### src/tis_pkg.sv
// ----------------------------------------------------------------------------
// tis_pkg
// Shared types, widths and codes of the timed irrigation sequencer.
// ----------------------------------------------------------------------------
package tis_pkg;

	localparam int MOIST_W   = 12;
	localparam int TIME_W    = 24;
	localparam int CFG_IDX_W = 2;
	localparam int CFG_DATA_W = 24;

	localparam int PAUSE_TICKS_DEF = 1000;
	localparam int COUNT_BITS_DEF  = 24;

	// Register indexes on the configuration port
	localparam logic [CFG_IDX_W-1:0] REG_DRY_THRESHOLD = 2'd0;
	localparam logic [CFG_IDX_W-1:0] REG_WATER_TIME    = 2'd1;
	localparam logic [CFG_IDX_W-1:0] REG_FERT_TIME     = 2'd2;
	localparam logic [CFG_IDX_W-1:0] REG_CHECK_PERIOD  = 2'd3;

	// Register reset values
	localparam logic [MOIST_W-1:0] DRY_THRESHOLD_RST = 12'd2500;
	localparam logic [TIME_W-1:0]  WATER_TIME_RST    = 24'd5000;
	localparam logic [TIME_W-1:0]  FERT_TIME_RST     = 24'd3000;
	localparam logic [TIME_W-1:0]  CHECK_PERIOD_RST  = 24'd60000;

	// Phase codes as shown on the phase output
	localparam logic [1:0] PHASE_WAIT  = 2'd0;
	localparam logic [1:0] PHASE_WATER = 2'd1;
	localparam logic [1:0] PHASE_PAUSE = 2'd2;
	localparam logic [1:0] PHASE_FERT  = 2'd3;

	typedef enum logic [3:0] {
		PH_WAIT  = 4'b0001,
		PH_WATER = 4'b0010,
		PH_PAUSE = 4'b0100,
		PH_FERT  = 4'b1000
	} phase_t;

	function automatic logic [1:0] phase_code(input phase_t ph);
		logic [1:0] code;
		case (ph)
			PH_WAIT:  code = PHASE_WAIT;
			PH_WATER: code = PHASE_WATER;
			PH_PAUSE: code = PHASE_PAUSE;
			PH_FERT:  code = PHASE_FERT;
			default:  code = PHASE_WAIT;
		endcase
		return code;
	endfunction

endpackage

### src/timed_irrigation_sequencer.sv
// ----------------------------------------------------------------------------
// timed_irrigation_sequencer
// Tick-driven water / pause / fertilizer pump sequencer with periodic checks.
// ----------------------------------------------------------------------------
// Usage:
//   Each input beat is one millisecond tick carrying the moisture sample,
//   the two tank-level bits and the mode flags. Each accepted tick yields
//   exactly one output beat: the pump run flags, the tank-empty alerts,
//   the current phase and the moisture value latched at the last check.
//   A tick accepted at one edge shows its result beat on the outputs from
//   the next cycle on. A new tick can be taken every cycle while in_ready is
//   high; in_ready stays high while the output register is empty or being
//   drained, so throughput is one beat per clock. The per-tick work is one
//   pass of compare, counter load/decrement and phase selection between the
//   state registers and the output register.
//   When the receiver stalls, the result beat holds in the output register
//   and in_ready drops until it is taken.
//   Reset puts the sequencer in the waiting phase with its counter at zero,
//   so the first tick makes a check; alerts and the latched sample clear and
//   the configuration registers take their default values.
//   Configuration writes are registered and are meant for idle periods.
// ----------------------------------------------------------------------------
module timed_irrigation_sequencer
	import tis_pkg::*;
#(
	parameter int PAUSE_TICKS = PAUSE_TICKS_DEF,
	parameter int COUNT_BITS  = COUNT_BITS_DEF
) (
	input  logic                  clk,
	input  logic                  arst_n,
	// configuration
	input  logic                  cfg_we,
	input  logic [CFG_IDX_W-1:0]  cfg_index,
	input  logic [CFG_DATA_W-1:0] cfg_data,
	// tick input
	input  logic                  in_valid,
	output logic                  in_ready,
	input  logic [MOIST_W-1:0]    moisture,
	input  logic                  water_present,
	input  logic                  fert_present,
	input  logic                  auto_enable,
	input  logic                  water_manual,
	input  logic                  fert_manual,
	// result output
	output logic                  out_valid,
	input  logic                  out_ready,
	output logic                  water_pump_on,
	output logic                  fert_pump_on,
	output logic                  water_alert,
	output logic                  fert_alert,
	output logic [1:0]            phase,
	output logic [MOIST_W-1:0]    moisture_seen
);

	// Largest counter value; 33 bits so that a 32-bit counter still fits.
	localparam logic [32:0] MAX_CNT   = (33'd1 << COUNT_BITS) - 33'd1;
	localparam logic [32:0] PAUSE_EXT = 33'(PAUSE_TICKS);
	localparam logic [COUNT_BITS-1:0] PAUSE_CNT = (PAUSE_EXT > MAX_CNT) ?
		MAX_CNT[COUNT_BITS-1:0] : PAUSE_EXT[COUNT_BITS-1:0];
	localparam bit PAUSE_NZ = (PAUSE_TICKS != 0);

	// Clamp a register time value to the counter range.
	function automatic logic [COUNT_BITS-1:0] sat_cnt(input logic [TIME_W-1:0] v);
		logic [32:0] ext;
		ext = 33'(v);
		return (ext > MAX_CNT) ? MAX_CNT[COUNT_BITS-1:0] : ext[COUNT_BITS-1:0];
	endfunction

	// Configuration registers
	logic [MOIST_W-1:0] dry_threshold_q;
	logic [TIME_W-1:0]  water_time_q;
	logic [TIME_W-1:0]  fert_time_q;
	logic [TIME_W-1:0]  check_period_q;

	// Sequencer state
	phase_t                phase_q;
	logic [COUNT_BITS-1:0] count_q;
	logic                  fert_ok_q;
	logic                  water_alert_q;
	logic                  fert_alert_q;
	logic [MOIST_W-1:0]    moisture_q;

	// Output register
	logic               out_valid_q;
	logic               water_pump_on_q;
	logic               fert_pump_on_q;
	logic               water_alert_out_q;
	logic               fert_alert_out_q;
	logic [1:0]         phase_out_q;
	logic [MOIST_W-1:0] moisture_seen_q;

	// Next-state signals
	phase_t                ph_end;
	logic [COUNT_BITS-1:0] cnt_end;
	phase_t                ph_chk;
	logic [COUNT_BITS-1:0] cnt_chk;
	logic [COUNT_BITS-1:0] cnt_nxt;
	logic                  fert_ok_nxt;
	logic                  water_alert_nxt;
	logic                  fert_alert_nxt;
	logic [MOIST_W-1:0]    moisture_nxt;
	logic                  irrigate;
	logic                  in_fire;

	logic [COUNT_BITS-1:0] wait_cnt;
	logic [COUNT_BITS-1:0] water_cnt;
	logic [COUNT_BITS-1:0] fert_cnt;
	logic                  water_nz;
	logic                  fert_nz;

	assign wait_cnt  = sat_cnt(check_period_q);
	assign water_cnt = sat_cnt(water_time_q);
	assign fert_cnt  = sat_cnt(fert_time_q);
	assign water_nz  = (water_time_q != '0);
	assign fert_nz   = (fert_time_q != '0);

	// Space in the output register: empty, or its beat leaves this cycle.
	assign in_ready = !out_valid_q || out_ready;
	assign in_fire  = in_valid && in_ready;

	assign irrigate = auto_enable && !water_manual && !fert_manual &&
		(moisture > dry_threshold_q) && water_present;

	always_comb begin
		// First: a running phase whose counter ran out hands over; zero-length
		// phases fall through to the one after.
		ph_end  = phase_q;
		cnt_end = count_q;
		if (count_q == '0) begin
			case (phase_q)
				PH_WATER: begin
					if (PAUSE_NZ) begin
						ph_end  = PH_PAUSE;
						cnt_end = PAUSE_CNT;
					end else if (fert_ok_q && fert_nz) begin
						ph_end  = PH_FERT;
						cnt_end = fert_cnt;
					end else begin
						ph_end  = PH_WAIT;
						cnt_end = wait_cnt;
					end
				end
				PH_PAUSE: begin
					if (fert_ok_q && fert_nz) begin
						ph_end  = PH_FERT;
						cnt_end = fert_cnt;
					end else begin
						ph_end  = PH_WAIT;
						cnt_end = wait_cnt;
					end
				end
				PH_FERT: begin
					ph_end  = PH_WAIT;
					cnt_end = wait_cnt;
				end
				default: ;
			endcase
		end

		// Then: the check, when waiting with the counter run out.
		ph_chk          = ph_end;
		cnt_chk         = cnt_end;
		fert_ok_nxt     = fert_ok_q;
		water_alert_nxt = water_alert_q;
		fert_alert_nxt  = fert_alert_q;
		moisture_nxt    = moisture_q;
		if (ph_end == PH_WAIT && cnt_end == '0) begin
			moisture_nxt    = moisture;
			water_alert_nxt = !water_present;
			fert_alert_nxt  = !fert_present;
			if (irrigate) begin
				fert_ok_nxt = fert_present;
				if (water_nz) begin
					ph_chk  = PH_WATER;
					cnt_chk = water_cnt;
				end else if (PAUSE_NZ) begin
					ph_chk  = PH_PAUSE;
					cnt_chk = PAUSE_CNT;
				end else if (fert_present && fert_nz) begin
					ph_chk  = PH_FERT;
					cnt_chk = fert_cnt;
				end else begin
					ph_chk  = PH_WAIT;
					cnt_chk = wait_cnt;
				end
			end else begin
				ph_chk  = PH_WAIT;
				cnt_chk = wait_cnt;
			end
		end

		// Last: count down a nonzero counter.
		cnt_nxt = (cnt_chk != '0) ? cnt_chk - COUNT_BITS'(1) : cnt_chk;
	end

	// Configuration registers
	always_ff @(posedge clk or negedge arst_n) begin
		if (!arst_n) begin
			dry_threshold_q <= DRY_THRESHOLD_RST;
			water_time_q    <= WATER_TIME_RST;
			fert_time_q     <= FERT_TIME_RST;
			check_period_q  <= CHECK_PERIOD_RST;
		end else if (cfg_we) begin
			case (cfg_index)
				REG_DRY_THRESHOLD: dry_threshold_q <= cfg_data[MOIST_W-1:0];
				REG_WATER_TIME:    water_time_q    <= cfg_data[TIME_W-1:0];
				REG_FERT_TIME:     fert_time_q     <= cfg_data[TIME_W-1:0];
				REG_CHECK_PERIOD:  check_period_q  <= cfg_data[TIME_W-1:0];
				default: ;
			endcase
		end
	end

	// Sequencer state: advance once per accepted tick.
	always_ff @(posedge clk or negedge arst_n) begin
		if (!arst_n) begin
			phase_q       <= PH_WAIT;
			count_q       <= '0;
			fert_ok_q     <= 1'b0;
			water_alert_q <= 1'b0;
			fert_alert_q  <= 1'b0;
			moisture_q    <= '0;
		end else if (in_fire) begin
			phase_q       <= ph_chk;
			count_q       <= cnt_nxt;
			fert_ok_q     <= fert_ok_nxt;
			water_alert_q <= water_alert_nxt;
			fert_alert_q  <= fert_alert_nxt;
			moisture_q    <= moisture_nxt;
		end
	end

	// Output register: load on accept, drop valid once the beat is taken.
	always_ff @(posedge clk or negedge arst_n) begin
		if (!arst_n) begin
			out_valid_q <= 1'b0;
		end else if (in_fire) begin
			out_valid_q <= 1'b1;
		end else if (out_ready) begin
			out_valid_q <= 1'b0;
		end
	end

	always_ff @(posedge clk) begin
		if (in_fire) begin
			water_pump_on_q   <= (ph_chk == PH_WATER);
			fert_pump_on_q    <= (ph_chk == PH_FERT);
			water_alert_out_q <= water_alert_nxt;
			fert_alert_out_q  <= fert_alert_nxt;
			phase_out_q       <= phase_code(ph_chk);
			moisture_seen_q   <= moisture_nxt;
		end
	end

	assign out_valid     = out_valid_q;
	assign water_pump_on = water_pump_on_q;
	assign fert_pump_on  = fert_pump_on_q;
	assign water_alert   = water_alert_out_q;
	assign fert_alert    = fert_alert_out_q;
	assign phase         = phase_out_q;
	assign moisture_seen = moisture_seen_q;

endmodule

### config.mk
export PLATFORM = sky130hd
export DESIGN_NAME = timed_irrigation_sequencer
export DESIGN_NICKNAME = d
export VERILOG_FILES = /design/src/tis_pkg.sv /design/src/timed_irrigation_sequencer.sv
export SDC_FILE = /design/constraint.sdc
export NUM_CORES = 1
export LEC_CHECK = 0
export BUFFER_PORTS_ARGS = -buffer_cell sky130_fd_sc_hd__buf_2
export CORE_MARGIN = 5
export CORE_UTILIZATION = 40
export CTS_CLUSTER_SIZE = 28
export DETAILED_ROUTE_END_ITERATION = 10
export PLACE_DENSITY = 0.6
export SLEW_MARGIN = 25
export SYNTH_ARGS = -nofsm -noshare
export SYNTH_HDL_FRONTEND = slang
export SYNTH_SLANG_ARGS = --single-unit
### constraint.sdc
create_clock -name clk -period 6.5 [get_ports clk]
set_input_delay 0.325 -clock clk [delete_from_list [all_inputs] [get_ports clk]]
set_output_delay 0.325 -clock clk [all_outputs]
set_load 0.03 [all_outputs]
; Yosys cells after proc, flatten, opt, wreduce, memory -nomap -nowiden
; Cells that the tools add are included.
; W data, S select, Z words.
[word_totals]
ff_bits = 146
input_bits = 48
out_inout_bits = 20
wordCells = 73
[op_classes]
n_addsub = 1
order_cmp = 1
n_eq_ne = 10
muxes = 19
n_reduce_logical = 25
[op_table]
columns = op, count
row1 = $mux W24, 6
row2 = $pmux W24 S3, 1
row3 = $reduce_bool A24 Y1, 3
row4 = $logic_not A24 Y1, 2
row5 = $sub A24 B1 Y24 const B, 1
row6 = $mux W4, 4
row7 = $gt A12 B12 Y1, 1
row8 = $mux W12, 1
row9 = $pmux W4 S3, 1
row10 = $eq A4 B2 Y1 const B, 2
row11 = $eq A4 B3 Y1 const B, 2
row12 = $eq A4 B4 Y1 const B, 2
row13 = $reduce_and A2 Y1, 4
row14 = $logic_and A1 B1 Y1, 7
row15 = $pmux W2 S3, 1
row16 = $logic_not A1 Y1, 5
row17 = $eq A2 B2 Y1 const B, 2
row18 = $eq A4 B1 Y1 const B, 1
row19 = $mux W1, 4
row20 = $mux W3, 1
row21 = $reduce_and A3 Y1, 1
row22 = $eq A2 B1 Y1 const B, 1
row23 = $logic_not A2 Y1, 1
row24 = $reduce_bool A2 Y1, 1
row25 = $logic_or A1 B1 Y1, 1

; Longest topological paths before layout
[depth]
ltp_word = 10
mapped_depth = 22
mapped_depth_nobuf = 18

; Least setup slack after synthesis
; OpenSTA, ideal clock, no wires.
[synth_timing]
path_kind = register to register
start = register dry_threshold_q[6]
end = register count_q[9]
setup_time_ps = 95
arrival_ps = 4561
required_time_ps = 6405
setup_slack_ps = 1844
path_stages_with_launch = 20
n_path_buf = 2
synth_period_minus_slack_ps = 4656
path_cell_list = dfstp_2 -> inv_1 -> ha_1 -> a21o_1 -> a21oi_1 -> a21boi_0 -> o41ai_1 -> clkbuf_1 -> nor4_4 -> a221oi_1 -> ha_1 -> nor3b_1 -> o211ai_1 -> nor3_1 -> nand4_1 -> a221o_1 -> o21ai_1 -> buf_2 -> nor4_1 -> o31ai_1
[synth_between]
elab_chain_cells = 7
word_cells_on_any_way = 8
cone_classes = 1 x add/sub / 1 x order compare / 3 x mux / 3 x reduce/logical
[synth_rtl]
columns = item, line_no
row1 = start: declaration, timed_irrigation_sequencer.sv:70  ; logic [MOIST_W-1:0] dry_threshold_q;
row2 = start signal: assignment, timed_irrigation_sequencer.sv:205  ; REG_DRY_THRESHOLD: dry_threshold_q <= cfg_data[MOIST_W-1:0];
row3 = $gt A12 B12 Y1 (*), timed_irrigation_sequencer.sv:122  ; (moisture > dry_threshold_q) && water_present;
row4 = $logic_and A1 B1 Y1 (*), timed_irrigation_sequencer.sv:121  ; assign irrigate = auto_enable && !water_manual && !fert_manual &&
row5 = $logic_and A1 B1 Y1 (*), timed_irrigation_sequencer.sv:122
row6 = $mux W24 (*), timed_irrigation_sequencer.sv:171  ; if (irrigate) begin
row7 = $mux W24 (*), timed_irrigation_sequencer.sv:167  ; if (ph_end == PH_WAIT && cnt_end == '0) begin
row8 = $sub A24 B1 Y24 or $reduce_bool A24 Y1 (tied branches), timed_irrigation_sequencer.sv:193  ; cnt_nxt = (cnt_chk != '0) ? cnt_chk - COUNT_BITS'(1) : cnt_chk;
row9 = $mux W24 (*), timed_irrigation_sequencer.sv:193
row10 = end signal: assignment, timed_irrigation_sequencer.sv:225  ; count_q <= cnt_nxt;
row11 = end: declaration, timed_irrigation_sequencer.sv:77  ; logic [COUNT_BITS-1:0] count_q;
; Every way passes the cells marked *; elsewhere a longest branch is shown, timed or not.
; A chain may end at the register's enable or synchronous reset.

; Worst setup path in the final report
[layout_timing]
start = register fert_time_q[15], in the netlist fert_cnt[15]
end = register count_q[18]
[layout_between]
elab_chain_cells = 10
word_cells_on_any_way = 15
cone_classes = 1 x add/sub / 1 x eq/ne / 8 x mux / 5 x reduce/logical
[layout_rtl]
columns = item, line_no
row1 = start: declaration, timed_irrigation_sequencer.sv:72  ; logic [TIME_W-1:0] fert_time_q;
row2 = start signal: assignment, timed_irrigation_sequencer.sv:207  ; REG_FERT_TIME: fert_time_q <= cfg_data[TIME_W-1:0];
row3 = $reduce_bool A24 Y1, timed_irrigation_sequencer.sv:115  ; assign fert_nz = (fert_time_q != '0);
row4 = $logic_and A1 B1 Y1, timed_irrigation_sequencer.sv:144  ; if (fert_ok_q && fert_nz) begin
row5 = $mux W24 or $mux W4 (tied branches), timed_irrigation_sequencer.sv:144
row6 = $pmux W24 S3 or $pmux W4 S3 (tied branches), timed_irrigation_sequencer.sv:130  ; case (phase_q)
row7 = $mux W24 or $mux W4 (tied branches), timed_irrigation_sequencer.sv:129  ; if (count_q == '0) begin
row8 = $logic_not A24 Y1 or $eq A4 B1 Y1 (tied branches), timed_irrigation_sequencer.sv:167
row9 = $logic_and A1 B1 Y1, timed_irrigation_sequencer.sv:167
row10 = $mux W24 (*), timed_irrigation_sequencer.sv:167
row11 = $sub A24 B1 Y24 or $reduce_bool A24 Y1 (tied branches), timed_irrigation_sequencer.sv:193
row12 = $mux W24 (*), timed_irrigation_sequencer.sv:193
; Marked as above.

==> run_results.csv <==
group,metric,value,unit
die,initial_util,41.0,%
synthesis,ys.flop_type,"sky130_fd_sc_hd__dfrtp_1",
power_and_ir_drop,switching_share,38.4,%
sta,final_hold_violating_endpoints,0,
die,die_w,157,µm
synthesis,yosysWarnings,0,
flow_run,maxCapViolations,0,
sta,final_min_period_over_clock_period,87.6,%
place,dpl-instance-area,9370,µm²
sta,max_slew_margin,40.3,%
grt,antenna_found_initial,1,
clocking,cts.sinks,146,
synthesis,synth_seq_cells,146,
synthesis,synth.net_count,962,
clocking,insertion_delay,0.43,ns
layout,insertedDiodeCount,0,
worst_setup_path,critical_path_required,6.81,ns
routing,remaining_drcs,0,
die,core-area,21200,µm²
die,die-height,157,µm
routing,detailedRoute.firstPassIterationCount,5,
clocking,cts_buffer_count,17,
layout,areaGrowthSynthToFinish,14.8,%
routing,first_iter_violations,764,
worst_setup_path,slowest_stage,"sky130_fd_sc_hd__nor4b_1",
worst_setup_path,ordered_cell_list_for_the_critical_path,"nor4_1 -> nand4_1 -> o31ai_1 -> a31oi_1 -> nor3_4 -> nand3b_2 -> o21ai_1 -> a221oi_1 -> ha_1 -> nor3b_1 -> o211ai_1 -> nor3_1 -> o21a_1 -> nor4b_1 -> a311oi_1 -> o32a_1",
routing,route.final.wire_length,28300,µm
clocking,htreeDepth,4,
clocking,path_clk_slew,0.06,ns
sta,totalNegativeSetupSlack,0,ns
die,boundaryPins,68,
grt,grt_max_degree,81,
layout,final.fill_count,2014,
worst_setup_path,worstSetupEndpointType,"flip-flop",
routing,average_vias_per_placed_instance,6.17,
sta,rsz0062_at_grt,"no",
power_and_ir_drop,power_report.internal_total,2.17,mW
sta,max_freq,176,MHz
outcome,status,"finished clean",
power_and_ir_drop,cellPowerDensity,355,nW/µm²
die,row_count,53,
grt,grtUsageTotal,23.0,%
power_and_ir_drop,max-vdd-ir-drop,0.000200,V
layout,final_common_cell,"sky130_fd_sc_hd__nand2_1",
synthesis,post_synth_inst_count,900,
synthesis,synth-edff-count,18,
synthesis,synthesis.area,8670,µm²
sta,skew,0.00661,ns
layout,finish.net_count,1030,
worst_setup_path,cp_data_arrival_time,6.00,ns
grt,grt_pass1_vias,7523,
routing,drt.antenna.violating_nets,0,
die,die-area,24700,µm²
sta,finalSetupViolations,0,
layout,drive_gt1_share,25.0,%
power_and_ir_drop,power_frac_clock,27.5,%
worst_setup_path,start_kind,"flip-flop",
worst_setup_path,delay_of_the_slowest_critical_path_stage,0.65,ns
clocking,tritoncts,"yes",
power_and_ir_drop,comb_power_share,32.8,%
worst_setup_path,crit_type,"reg -> reg",
worst_setup_path,critPathBufInv,0,
layout,layout.cells.most_common_list,"sky130_fd_sc_hd__nand2_1 (152), sky130_fd_sc_hd__dfrtp_1 (103), sky130_fd_sc_hd__mux2_2 (80)",
synthesis,synth_seq_area_share,43.5,%
layout,stdcell_area,9960,µm²
sta,slew_viol_final,0,
synthesis,synth.avg_cell_area,9.64,µm²
place,port_buffers,67,
sta,period_needed,5.70,ns
place,place_congestion,1.01,
grt,wire_length_of_the_first_global_routing_pass,44000,µm
power_and_ir_drop,leakage,4.14,nW
synthesis,number_of_distinct_library_cells_after_synthesis,78,
routing,avgRoutedWirePerCell,22.5,µm
grt,grt_overflow_total,0,
sta,max_slew.worst_pin.slew,0.891,ns
power_and_ir_drop,power.switching,1.36,mW
clocking,largest_buffer_count_on_any_clock_path,2,
worst_hold_path,worstHoldPathType,"in -> reg",
place,dpl.hpwl,20700,µm
routing,routed_vias,7755,
worst_setup_path,worstPathMaxFanout,6,
clocking,cts_root_buffer,"sky130_fd_sc_hd__clkbuf_16",
worst_setup_path,path_delay_family,"compound AO/OA/AOI/OAI gates",
power_and_ir_drop,seq_power_share,39.7,%
synthesis,post_synthesis_async_set_or_reset_flop_share,87.7,%
==> cell families after synthesis <==
logic type                 synth area share (%)
adders and majority gates                  2.02
buffers and inverters                      2.55
and+or+nand+nor                            21.8
DFF                                        43.5
AOI/OAI and AO/OA                          16.9
xor gates and xnor gates                  0.606
muxes                                      12.5
==> final cells by class <==
class	instances	area (µm²)	share of cell area [%]
timing repair buffer	90	517	5.19
multi-input combinational	698	4690	47.1
sequential	146	3770	37.9
clock inverter	10	100	1.01
inverter	15	56.3	0.565
tap	275	344	3.45
clock buffer	22	475	4.77
==> state kept, by name, summed over array words and instances (netlist names), 2 cells and up <==
name	count
check_period_q	24
count_q	24
dry_threshold_q	12
fert_cnt	24
moisture_q	12
moisture_seen	12
phase	2
phase_q	4
water_cnt	24
==> layer usage <==
metal,routed length (µm),share of wire (%),up-vias,global-route usage [%]
li1,-,-,3530,-
met1,12500,44,3744,32.7
met2,12200,43,379,33.8
met3,2490,8.8,100,5.75
met4,1160,4.1,2,9.18
met5,13,0.046,-,0
==> cells in the mapped netlist (6+ instances only) <==
master	instances	area share (%)
sky130_fd_sc_hd__nand2_1	153	6.6
sky130_fd_sc_hd__dfrtp_1	103	30
sky130_fd_sc_hd__mux2_2	80	10
sky130_fd_sc_hd__nor2_1	54	2.3
sky130_fd_sc_hd__o21ai_0	39	2.3
sky130_fd_sc_hd__clkbuf_1	33	1.4
sky130_fd_sc_hd__nor3_1	32	1.8
sky130_fd_sc_hd__a21oi_1	30	1.7
sky130_fd_sc_hd__dfstp_2	25	7.6
sky130_fd_sc_hd__edfxtp_1	18	6.2
sky130_fd_sc_hd__nand3_1	18	1.0
sky130_fd_sc_hd__nor4_1	18	1.3
sky130_fd_sc_hd__a21o_1	16	1.4
sky130_fd_sc_hd__o211ai_1	16	1.4
sky130_fd_sc_hd__mux2i_1	15	1.7
sky130_fd_sc_hd__ha_1	14	2.0
sky130_fd_sc_hd__inv_1	14	0.61
sky130_fd_sc_hd__o31ai_1	13	1.1
sky130_fd_sc_hd__nand4_1	12	0.87
sky130_fd_sc_hd__o21ai_1	12	0.69
sky130_fd_sc_hd__a211oi_1	11	0.95
sky130_fd_sc_hd__or3_1	10	0.72
sky130_fd_sc_hd__a221oi_1	9	0.91
sky130_fd_sc_hd__a221o_1	8	0.92
sky130_fd_sc_hd__and3_1	8	0.58
sky130_fd_sc_hd__o21a_1	8	0.69
sky130_fd_sc_hd__a31oi_1	7	0.50
sky130_fd_sc_hd__buf_2	6	0.35
sky130_fd_sc_hd__nor3b_1	6	0.52
sky130_fd_sc_hd__nor4b_1	6	0.61
sky130_fd_sc_hd__or4_1	6	0.52
==> path summary, 6_finish.rpt <==
check	from	endpoint	slack (ns)	cells after the start
worst max register to register	fert_cnt[15]	count_q[18]	0.80	16
worst min-delay path	in_valid	out_valid	0.12	2
worst min register to register	moisture_q[2]	moisture_q[2]	0.48	2
worst max-delay path	fert_cnt[15]	count_q[18]	0.80	16
max in group asynchronous	arst_n	dry_threshold_q[1]	4.89	3
min in group asynchronous	arst_n	fert_cnt[10]	0.51	2
==> per-stage QoR <==
stage / setup slack, ns / util, % / cells / hold WS, ns / power, mW
after global routing: 0.490 / 47.1 / 1256 / 0.112 / 3.72
after global placement: 1.11 / 44.3 / 1223 / 0.426 / 2.53
after CTS: 1.00 / 47.1 / 1256 / 0.114 / 3.51
final: 0.805 / 47.1 / 1256 / 0.118 / 3.53
after floorplan: 1.84 / - / 900 / 0.0294 / 2.14
after detailed placement: 1.04 / 44.3 / 1223 / 0.431 / 2.53
==> repair_timing <==
| action | CTS | global route |
|---|---|---|
| hold endpoints to repair | 31 | 0 |
| setup buffers | 0 | 0 |
| resized for setup | 0 | 0 |
| hold buffers | 1 | 0 |
==> power by group through the flow <==
| stage | sequential, mW | clock, mW | combinational (mW) |
|---|---|---|---|
| 2_1_floorplan | 1.34 | 0 | 0.803 |
| 3_3_place_gp | 1.41 | 0 | 1.13 |
| 3_5_place_dp | 1.41 | 0 | 1.12 |
| 4_1_cts | 1.39 | 0.990 | 1.13 |
| 5_1_grt | 1.42 | 1.03 | 1.26 |
| 6_report | 1.40 | 0.973 | 1.16 |
Power figures use the tool's default switching activity.
